File: config.mk
export PLATFORM = sky130hd
export DESIGN_NAME = circular_deque_flat
export DESIGN_NICKNAME = d
export VERILOG_FILES = /design/src/design/cd_pkg.sv /design/src/design/cd_intf.sv /design/src/design/cd_ring_ram.sv /design/src/design/circular_deque.sv /design/src/flat_wrapper.sv
export SDC_FILE = /design/constraint.sdc
export NUM_CORES = 2
export LEC_CHECK = 0
export BUFFER_PORTS_ARGS = -buffer_cell sky130_fd_sc_hd__buf_2
export CORE_UTILIZATION = 40
export DETAILED_ROUTE_END_ITERATION = 16
export SLEW_MARGIN = 20
export SYNTH_ARGS = -nofsm -noshare
export SYNTH_HDL_FRONTEND = slang
export SYNTH_SLANG_ARGS = --single-unit
File: constraint.sdc
create_clock -name clk_i -period 6.4 [get_ports clk_i]
set_input_delay 0.32 -clock clk_i [delete_from_list [all_inputs] [get_ports clk_i]]
set_output_delay 0.32 -clock clk_i [all_outputs]
set_load 0.01 [all_outputs]
File: src/design/cd_pkg.sv
// Shared constants, types and command codes of the circular deque.
package cd_pkg;

  localparam int DEPTH   = 64;
  localparam int DATA_W  = 32;
  localparam int CMD_W   = 3;
  localparam int CAP_W   = 7;
  localparam int ADDR_W  = (DEPTH > 1) ? $clog2(DEPTH) : 1;
  localparam int CNT_W   = ((ADDR_W + 1) > CAP_W) ? (ADDR_W + 1) : CAP_W;
  localparam int CAP_MAX = (DEPTH > ((2 ** CAP_W) - 1)) ? ((2 ** CAP_W) - 1) : DEPTH;

  typedef logic [ADDR_W-1:0] addr_t;
  typedef logic [CAP_W-1:0] cap_t;
  typedef logic signed [DATA_W-1:0] data_t;

  typedef enum logic [CMD_W-1:0] {
    CMD_NONE       = 3'd0,
    CMD_PUSH_FRONT = 3'd1,
    CMD_PUSH_BACK  = 3'd2,
    CMD_POP_FRONT  = 3'd3,
    CMD_POP_BACK   = 3'd4
  } cmd_e;

endpackage

File: src/design/cd_intf.sv
// Handshake interfaces for the command, response and configuration channels.
interface cd_cmd_if;
  import cd_pkg::*;
  logic                   valid;
  logic                   ready;
  logic [CMD_W-1:0]       command;
  logic signed [DATA_W-1:0] value;
  modport source (output valid, output command, output value, input ready);
  modport sink (input valid, input command, input value, output ready);
endinterface

interface cd_rsp_if;
  import cd_pkg::*;
  logic                     valid;
  logic                     ready;
  logic                     accepted;
  logic signed [DATA_W-1:0] front_value;
  logic signed [DATA_W-1:0] back_value;
  logic                     is_empty;
  logic                     is_full;
  modport source (output valid, output accepted, output front_value, output back_value,
                  output is_empty, output is_full, input ready);
  modport sink (input valid, input accepted, input front_value, input back_value,
                input is_empty, input is_full, output ready);
endinterface

interface cd_cfg_if;
  import cd_pkg::*;
  logic             valid;
  logic             ready;
  logic [CAP_W-1:0] capacity;
  modport source (output valid, output capacity, input ready);
  modport sink (input valid, input capacity, output ready);
endinterface

File: src/design/cd_ring_ram.sv
// Ring store: one write port and two registered read ports.
module cd_ring_ram (
  input  logic          clk_i,
  input  logic          we_i,
  input  cd_pkg::addr_t waddr_i,
  input  cd_pkg::data_t wdata_i,
  input  logic          re_i,
  input  cd_pkg::addr_t raddr_a_i,
  input  cd_pkg::addr_t raddr_b_i,
  output cd_pkg::data_t rdata_a_o,
  output cd_pkg::data_t rdata_b_o
);
  import cd_pkg::*;

  data_t mem_q [DEPTH];
  data_t rdata_a_q;
  data_t rdata_b_q;

  always_ff @(posedge clk_i) begin
    if (we_i) begin
      mem_q[waddr_i] <= wdata_i;
    end
  end

  always_ff @(posedge clk_i) begin
    if (re_i) begin
      rdata_a_q <= mem_q[raddr_a_i];
      rdata_b_q <= mem_q[raddr_b_i];
    end
  end

  assign rdata_a_o = rdata_a_q;
  assign rdata_b_o = rdata_b_q;

endmodule

File: src/design/circular_deque.sv
// Circular deque top level: pointer control, command sequencing and response register.
// A command's response becomes valid in S_RESP: the store write and pointer update happen
// at the transfer, then the front and back entries are read in S_READ.
// One command is in flight at a time; a new command is taken only in S_IDLE, once the
// response of the last one has transferred after the write-then-read on the ring store.
// Reset empties the queue and sets the capacity to the full depth; store contents stay.
module circular_deque (
  input  logic clk_i,
  input  logic rst_ni,
  cd_cmd_if.sink   cmd_i,
  cd_cfg_if.sink   cfg_i,
  cd_rsp_if.source rsp_o
);
  import cd_pkg::*;

  typedef enum logic [1:0] {
    S_IDLE,
    S_READ,
    S_RESP
  } state_e;

  state_e state_q;
  cap_t   cap_q;
  addr_t  head_q, tail_q;
  logic   empty_q;
  logic   ok_q;

  addr_t  head_d, tail_d;
  logic   empty_d;
  logic   ok_d;
  logic   we;
  addr_t  waddr;
  cmd_e   cmd;

  logic [CNT_W-1:0] cap_w, head_w, tail_w;
  addr_t  head_inc, head_dec, tail_inc, tail_dec;
  logic   full;
  cap_t   cap_new;
  data_t  rdata_a, rdata_b;

  logic   cmd_xfer, cfg_xfer;

  assign cmd_i.ready = (state_q == S_IDLE);
  assign cfg_i.ready = 1'b1;
  assign cmd_xfer    = cmd_i.valid && cmd_i.ready;
  assign cfg_xfer    = cfg_i.valid && cfg_i.ready;

  assign cap_w  = CNT_W'(cap_q);
  assign head_w = CNT_W'(head_q);
  assign tail_w = CNT_W'(tail_q);

  assign head_inc = ((head_w + 1'b1) == cap_w) ? '0 : ADDR_W'(head_w + 1'b1);
  assign tail_inc = ((tail_w + 1'b1) == cap_w) ? '0 : ADDR_W'(tail_w + 1'b1);
  assign head_dec = (head_w == '0) ? ADDR_W'(cap_w - 1'b1) : ADDR_W'(head_w - 1'b1);
  assign tail_dec = (tail_w == '0) ? ADDR_W'(cap_w - 1'b1) : ADDR_W'(tail_w - 1'b1);
  assign full     = !empty_q && (tail_inc == head_q);

  always_comb begin
    if (cfg_i.capacity == '0) begin
      cap_new = CAP_W'(1);
    end else if (int'(cfg_i.capacity) > CAP_MAX) begin
      cap_new = CAP_W'(CAP_MAX);
    end else begin
      cap_new = cfg_i.capacity;
    end
  end

  always_comb begin
    cmd     = cmd_e'(cmd_i.command);
    head_d  = head_q;
    tail_d  = tail_q;
    empty_d = empty_q;
    ok_d    = 1'b0;
    we      = 1'b0;
    waddr   = head_q;
    case (cmd)
      CMD_NONE: begin
        ok_d = 1'b1;
      end
      CMD_PUSH_FRONT, CMD_PUSH_BACK: begin
        if (!full) begin
          ok_d = 1'b1;
          we   = cmd_xfer;
          if (empty_q) begin
            head_d  = '0;
            tail_d  = '0;
            empty_d = 1'b0;
            waddr   = '0;
          end else if (cmd == CMD_PUSH_FRONT) begin
            head_d = head_dec;
            waddr  = head_dec;
          end else begin
            tail_d = tail_inc;
            waddr  = tail_inc;
          end
        end
      end
      CMD_POP_FRONT, CMD_POP_BACK: begin
        if (!empty_q) begin
          ok_d = 1'b1;
          if (head_q == tail_q) begin
            head_d  = '0;
            tail_d  = '0;
            empty_d = 1'b1;
          end else if (cmd == CMD_POP_FRONT) begin
            head_d = head_inc;
          end else begin
            tail_d = tail_dec;
          end
        end
      end
      default: begin
        ok_d = 1'b0;
      end
    endcase
  end

  always_ff @(posedge clk_i or negedge rst_ni) begin
    if (!rst_ni) begin
      state_q <= S_IDLE;
      cap_q   <= CAP_W'(CAP_MAX);
      head_q  <= '0;
      tail_q  <= '0;
      empty_q <= 1'b1;
      ok_q    <= 1'b0;
    end else begin
      if (cfg_xfer) begin
        cap_q   <= cap_new;
        head_q  <= '0;
        tail_q  <= '0;
        empty_q <= 1'b1;
      end else if (cmd_xfer) begin
        head_q  <= head_d;
        tail_q  <= tail_d;
        empty_q <= empty_d;
      end
      case (state_q)
        S_IDLE: begin
          if (cmd_xfer) begin
            ok_q    <= ok_d;
            state_q <= S_READ;
          end
        end
        S_READ: begin
          state_q <= S_RESP;
        end
        S_RESP: begin
          if (rsp_o.ready) begin
            state_q <= S_IDLE;
          end
        end
        default: begin
          state_q <= S_IDLE;
        end
      endcase
    end
  end

  cd_ring_ram u_ram (
    .clk_i     (clk_i),
    .we_i      (we),
    .waddr_i   (waddr),
    .wdata_i   (cmd_i.value),
    .re_i      (state_q == S_READ),
    .raddr_a_i (head_q),
    .raddr_b_i (tail_q),
    .rdata_a_o (rdata_a),
    .rdata_b_o (rdata_b)
  );

  assign rsp_o.valid       = (state_q == S_RESP);
  assign rsp_o.accepted    = ok_q;
  assign rsp_o.front_value = empty_q ? '1 : rdata_a;
  assign rsp_o.back_value  = empty_q ? '1 : rdata_b;
  assign rsp_o.is_empty    = empty_q;
  assign rsp_o.is_full     = full;

  a_xfer_then_read : assert property (@(posedge clk_i) disable iff (!rst_ni)
    cmd_xfer |=> (state_q == S_READ))
    else $error("Command transfer was not followed by the store read.");

  a_ptr_in_range : assert property (@(posedge clk_i) disable iff (!rst_ni)
    (CNT_W'(head_q) < cap_w) && (CNT_W'(tail_q) < cap_w))
    else $error("Ring pointer lies outside the capacity in use.");

  a_empty_ptrs : assert property (@(posedge clk_i) disable iff (!rst_ni)
    empty_q |-> ((head_q == '0) && (tail_q == '0)))
    else $error("Empty queue with nonzero pointers.");

  a_resp_hold : assert property (@(posedge clk_i) disable iff (!rst_ni)
    (rsp_o.valid && !rsp_o.ready && !cfg_xfer) |=>
      ($stable(rsp_o.front_value) && $stable(rsp_o.back_value)))
    else $error("Pending response data changed.");

endmodule

File: src/flat_wrapper.sv
// flat-port wrapper written by rule: the top's interface ports become plain ports
module circular_deque_flat import cd_pkg::*;
  (clk_i, rst_ni, cmd_i_valid, cmd_i_command, cmd_i_value, cmd_i_ready, cfg_i_valid, cfg_i_capacity, cfg_i_ready, rsp_o_valid, rsp_o_accepted, rsp_o_front_value, rsp_o_back_value, rsp_o_is_empty, rsp_o_is_full, rsp_o_ready);
  cd_cmd_if cmd_i_i ();
  cd_cfg_if cfg_i_i ();
  cd_rsp_if rsp_o_i ();
  input  logic clk_i;
  input  logic rst_ni;
  input wire logic [$bits(cmd_i_i.valid)-1:0] cmd_i_valid;
  input wire logic [$bits(cmd_i_i.command)-1:0] cmd_i_command;
  input wire logic [$bits(cmd_i_i.value)-1:0] cmd_i_value;
  output wire logic [$bits(cmd_i_i.ready)-1:0] cmd_i_ready;
  input wire logic [$bits(cfg_i_i.valid)-1:0] cfg_i_valid;
  input wire logic [$bits(cfg_i_i.capacity)-1:0] cfg_i_capacity;
  output wire logic [$bits(cfg_i_i.ready)-1:0] cfg_i_ready;
  output wire logic [$bits(rsp_o_i.valid)-1:0] rsp_o_valid;
  output wire logic [$bits(rsp_o_i.accepted)-1:0] rsp_o_accepted;
  output wire logic [$bits(rsp_o_i.front_value)-1:0] rsp_o_front_value;
  output wire logic [$bits(rsp_o_i.back_value)-1:0] rsp_o_back_value;
  output wire logic [$bits(rsp_o_i.is_empty)-1:0] rsp_o_is_empty;
  output wire logic [$bits(rsp_o_i.is_full)-1:0] rsp_o_is_full;
  input wire logic [$bits(rsp_o_i.ready)-1:0] rsp_o_ready;
  assign cmd_i_i.valid = cmd_i_valid;
  assign cmd_i_i.command = cmd_i_command;
  assign cmd_i_i.value = cmd_i_value;
  assign cmd_i_ready = cmd_i_i.ready;
  assign cfg_i_i.valid = cfg_i_valid;
  assign cfg_i_i.capacity = cfg_i_capacity;
  assign cfg_i_ready = cfg_i_i.ready;
  assign rsp_o_valid = rsp_o_i.valid;
  assign rsp_o_accepted = rsp_o_i.accepted;
  assign rsp_o_front_value = rsp_o_i.front_value;
  assign rsp_o_back_value = rsp_o_i.back_value;
  assign rsp_o_is_empty = rsp_o_i.is_empty;
  assign rsp_o_is_full = rsp_o_i.is_full;
  assign rsp_o_i.ready = rsp_o_ready;
  circular_deque u_core (.clk_i(clk_i), .rst_ni(rst_ni), .cmd_i(cmd_i_i), .cfg_i(cfg_i_i), .rsp_o(rsp_o_i));
endmodule
# == Word level (Yosys, flattened, before mapping) ==
# Memories as Yosys holds them, arrays and structs flattened. A register that Yosys moved wholly into a read port is not among the register bits.
# Cells that the tools add are included.
# Widths: inputs -> output; s select.
# word_totals
wordCells,94
input_bits,47
memories,1
regBits,23
output_inout_bits,70
ram_bits,2048
# op_classes
n_mux,46
addsub,5
eq_ne,18
n_reduce_logical,17
n_lt_le_gt_ge,1
# memory_table
memory,words,width,rd,rd_ports_with_merged_regs,wr,line_no,source
u_core.u_ram.mem_q,64,32,2,2,1,cd_ring_ram.sv:15,data_t mem_q [DEPTH];
# ops
cell,n
$mux 6,24
$mux 32,2
$pmux 6 s2,2
$logic_not 7->1,3
$sub 6x1->6 const B,3
$add 6x1->7 const B,2
$eq 7x7->1,2
$mux 7,2
$eq 6x6->1,2
$reduce_and 6->1,2
$mux 1,11
$ne 4x2->1 const B,2
$ne 4x3->1 const B,2
$gt 7x7->1 const B,1
$eq 3x2->1 const B,2
$ne 3x3->1 const B,2
$pmux 2 s3,1
$mux 2,2
$reduce_and 2->1,2
$reduce_or 2->1,2
$eq 3x1->1 const B,1
$eq 3x3->1 const B,1
$logic_not 3->1,1
$pmux 1 s3,1
11 further kinds,12

# == Logic depth before layout (Yosys ltp) ==
# depth
word_depth,9
ltp_mapped,14
depth_no_buf,10

# == Modules after synthesis ==
# A second synthesis with hierarchy kept.
# hier_totals
hier_cells,4815
hier_area_um2,99342.8
# modules_own_cells
mod,n_inst,seq_area_each_um2,cells_per_inst,area_per_inst_um2
cd_ring_ram,1,63420.8,4412,96301.1
circular_deque,1,578.1,403,3041.7

# == Worst setup path before layout ==
# Ideal clock, no wire load.
# synth_path
kind,register to register
from,reg u_core.tail_q[0]
to,"mem u_core.u_ram.mem_q[32][0] (netlist name), enable pin"
path_stages_with_launch,14
arrival_time_ns,5.096
required_time_ns,5.975
setup_ns,0.425
synth_period_minus_slack_ns,5.521
setup_slack_ns,0.879
n_path_buf,3
cell_sequence,dfrtp_1 > buf_2 > clkbuf_1 > buf_1 > inv_1 > ha_1 > xor2_1 > a311oi_4 > o211a_1 > a31oi_1 > nor2_2 > and2_1 > or4b_1 > nor2b_1
# synth_between
elab_chain_len,9
word_cells_on_any_way,13
cone_classes,add/sub (1); eq/ne (2); mux (9); reduce/logical (1)
# synth_rtl
item,line_no,source
"start, declared",circular_deque.sv:24,"addr_t head_q, tail_q;"
"start signal, assigned",circular_deque.sv:134,tail_q <= tail_d;
$add 6x1->7 (*),circular_deque.sv:53,assign tail_inc = ((tail_w + 1'b1) == cap_w) ? '0 : ADDR_W'(tail_w + 1'b1);
$eq 7x7->1,circular_deque.sv:53,
$mux 6 (*),circular_deque.sv:53,
$eq 6x6->1,circular_deque.sv:56,assign full = !empty_q && (tail_inc == head_q);
$logic_and 1x1->1,circular_deque.sv:56,
$mux 1,circular_deque.sv:81,if (!full) begin
$mux 1,circular_deque.sv:76,case (cmd)
$mux 1,cd_ring_ram.sv:20,if (we_i) begin
$mux 1 (not written as such),cd_ring_ram.sv:21,mem_q[waddr_i] <= wdata_i;
"end, declared",cd_ring_ram.sv:15,
# Every way passes the cells marked *; elsewhere a longest branch is shown, timed or not.

# == Worst setup path after layout ==
# layout_path
from,reg u_core.tail_q[1]
to,"mem u_core.u_ram.mem_q[36][17] (netlist name), enable pin"
# Same word-level chain as after synthesis.

==> reports/metrics.yaml <==
rr_startpoint: "u_core.tail_q[1]"
max_freq_mhz: 189
cpPeakStageDelay_ns: 0.75
overflow: 0
regToRegEndpoint: "u_core.u_ram.mem_q[36][17]"
placedCellCount: 7423
min_period_ns: 5.29
syn_area_sq_um: 98400
rows: 181
syn2layout_area_growth_pct: 13.3
gp_congestion: 0.872
finalInstanceArea_sq_um: 111000
core_region_area_sq_um: 244000
total_power_mw: 33.3
ff_latch_area_sq_um: 64000
cp.arrival_ns: 5.83
drc: 0
htree_levels: 4
clock_latency_ns: 0.90
ant_nets: 0
wire_per_inst_microns: 38.7
yosysUniqueCellTypes: 72
power_leakage_nw: 32.1
die_width_microns: 498
ys.flop_type: "edfxtp_1"
firstDrtPassIters: 6
avgSynthCellArea_sq_um: 23.1
cts_resized: 0
dieArea_sq_um: 248000
drv_slew: 0
cts_inserted_buffers: 222
final_nets: 4526
worstPathRequired_ns: 6.94
setup_viol: 0
grt_max_degree: 118
vias_per_cell: 6.56
port_buffers: 115
ys_ff_latch: 2135
drive_gt1_frac: 0.452
io_pins: 117
multi_input_area_sq_um: 33500
fin_setup_tns_ns: 0
grt_pass1_wl_mm: 424
max_slew_margin: 0.213
cts_tree: "yes"
worstSetupPathType: "reg2reg"
cp_slowest_cell: "dfrtp_4"
clkTransAtPathRegs_ns: 0.06
critPathTopFamily: "simple AND/OR/NAND/NOR gates"
path_depth: 11
synth_nets: 4310
start_kind: "flop"
drt_iter0_markers: 7175
synth_cells: 4256
post_cts_buffers: 0
r2r_setup_slack_ns: 1.11
crit_path_end_kind: "flop"
ys_seq_area_frac: 0.650
die_height_microns: 498
hp-class: "in2reg"
rsz0062_at_grt: "false"
routed_wl_mm: 305
worst-path-buf-inv: 2
status: "finished clean"
fillers: 20000
dp_hpwl_mm: 182
critPathMaxFanout: 32
p_per_area_nw_per_um2: 299
ys_warn_count: 0
hold_buffers: 26
antenna_found_initial: 33
vias: 51600
cts.sinks: 2135
maxCapViolations: 0
holdPathEnd: "u_core.u_ram.mem_q[23][7]"
final_cells: 7875
r2r_cells: 11
synth-edff-count: 2112
start_util: 0.403
fin_crit_sh: 0.826
clockBufferDepth: 3
ir_drop_v: 0.000268
min-delay-start: "cmd_i_value[7]"
cts_root_buf: "clkbuf_16"
hold_violations: 0
cp_cell_sequence: "inv_1, ha_1, xor2_1, a311oi_4, o211a_1, a31oi_1, nor2_2, nand2_1, or4_1, nor2b_4, buf_4"
place_area_sq_um: 104000
hold_depth: 1
skew_ns: 0.0651
track_usage: 0.247
async_flop_share: 0.0108
grt_pass1_vias: 52000
worst_pin_slew_ns: 1.18
==> metrics by stage <==
stage	setup WS [ns]	utilization	hold slack, ns
2_1_floorplan	0.879	-	0.0244
3_5_place_dp	1.23	0.427	0.361
4_1_cts	1.15	0.457	0.0221
3_3_place_gp	1.28	0.427	0.371
5_1_grt	0.893	0.457	0.0313
6_report	1.11	0.457	0.0401
==> layout make-up <==
cell class	instances	area share
diodes	12	0.000269
clock buffers	279	0.0519
clock inverters	134	0.0106
inverters	21	0.000730
multi-input cells	1765	0.301
flip-flops and latches	2135	0.574
well taps	3202	0.0359
repair buffers	327	0.0255
==> metal layers <==
metal  GRT usage  wire length (microns)
met5           0                     43
met4      0.0652                   7510
met3      0.0538                  29100
met2       0.384                 145000
met1       0.352                 123000
==> flip-flops by register name (all words and copies together) (netlist names) <==
name                    flops
u_core.u_ram.mem_q       2048
u_core.u_ram.rdata_a_o     32
u_core.u_ram.rdata_b_o     32
u_core.cap_q                7
u_core.head_q               6
u_core.tail_q               6
u_core.state_q              2
u_core.rsp_o.accepted       1
u_core.rsp_o.is_empty       1
==> cells by family after synthesis <==
family          after synthesis  synth area share
compound gates               93           0.00697
buf+inv                     356            0.0144
simple gates                265            0.0139
mux                        1358             0.309
xor+xnor                     41           0.00435
fa+ha+maj                     7          0.000890
other cells                   1         0.0000381
flops                      2135             0.650
==> worst register-to-register path, cell delays in order, from the launching register on <==
cell	delay, ns
dfrtp_4	0.75
inv_1	0.13
ha_1	0.42
xor2_1	0.23
a311oi_4	0.34
o211a_1	0.26
a31oi_1	0.22
nor2_2	0.60
nand2_1	0.15
or4_1	0.74
nor2b_4	0.73
buf_4	0.37
==> worst max-delay path by stage <==
stage                                      end              from
finish              u_core.u_ram.mem_q[36][17]  u_core.tail_q[1]
global route        u_core.u_ram.mem_q[36][17]  u_core.tail_q[1]
CTS                 u_core.u_ram.mem_q[36][17]  u_core.tail_q[1]
detailed placement  u_core.u_ram.mem_q[36][22]  u_core.tail_q[1]
global placement    u_core.u_ram.mem_q[36][23]  u_core.tail_q[1]
floorplan            u_core.u_ram.mem_q[32][0]  u_core.tail_q[0]
==> synth_stat cells (3+ instances only) <==
library cell | count | area (sq um)
xor2_1 | 12 | 105
nor2b_1 | 6 | 37.5
a31oi_1 | 6 | 37.5
nand3_1 | 16 | 80.1
nor2_1 | 90 | 338
nor3_1 | 15 | 75.1
clkbuf_1 | 186 | 698
o21bai_1 | 4 | 30.0
buf_2 | 40 | 200
nand2_1 | 26 | 97.6
buf_6 | 3 | 33.8
a21oi_1 | 26 | 130
or3_1 | 4 | 25.0
a211oi_1 | 3 | 22.5
inv_1 | 19 | 71.3
o31ai_1 | 3 | 22.5
o311ai_0 | 3 | 26.3
and2_1 | 3 | 18.8
or2_1 | 3 | 18.8
o22ai_1 | 5 | 31.3
mux2_2 | 3 | 33.8
or4_1 | 4 | 30.0
nand4_1 | 3 | 18.8
o211ai_1 | 3 | 22.5
mux2_1 | 4 | 45.0
o21ai_1 | 4 | 20.0
or2_2 | 65 | 407
ha_1 | 7 | 87.6
nor4_1 | 4 | 25.0
mux2i_1 | 6 | 60.1
nor3b_1 | 10 | 75.1
nand3b_1 | 6 | 45.0
mux4_2 | 1344 | 30300
xnor2_1 | 24 | 210
xnor3_1 | 5 | 113
o21ai_0 | 12 | 60.1
dfrtp_1 | 21 | 526
edfxtp_1 | 2112 | 63400
buf_1 | 104 | 390
==> placed cells by master, fill, tap and decap left out, types with 27 or more instances in the layout <==
master / Yosys / layout
edfxtp_1: 2112 / 2112
mux4_2: 1344 / 1344
clkbuf_16: 0 / 223
buf_4: 2 / 139
buf_2: 40 / 113
or2_2: 65 / 65
nor2_4: 0 / 62
clkbuf_1: 186 / 56
clkinv_1: 1 / 53
buf_12: 0 / 48
clkinv_2: 0 / 41
nor2_1: 90 / 28
dlygate4sd3_1: 0 / 27
==> power by group <==
| group | internal [mW] | switching, mW |
|---|---|---|
| sequential | 15.6 | 0.244 |
| combinational | 2.23 | 2.70 |
| clock | 6.98 | 5.57 |
Note: power is estimated with default switching activity, not from simulation.
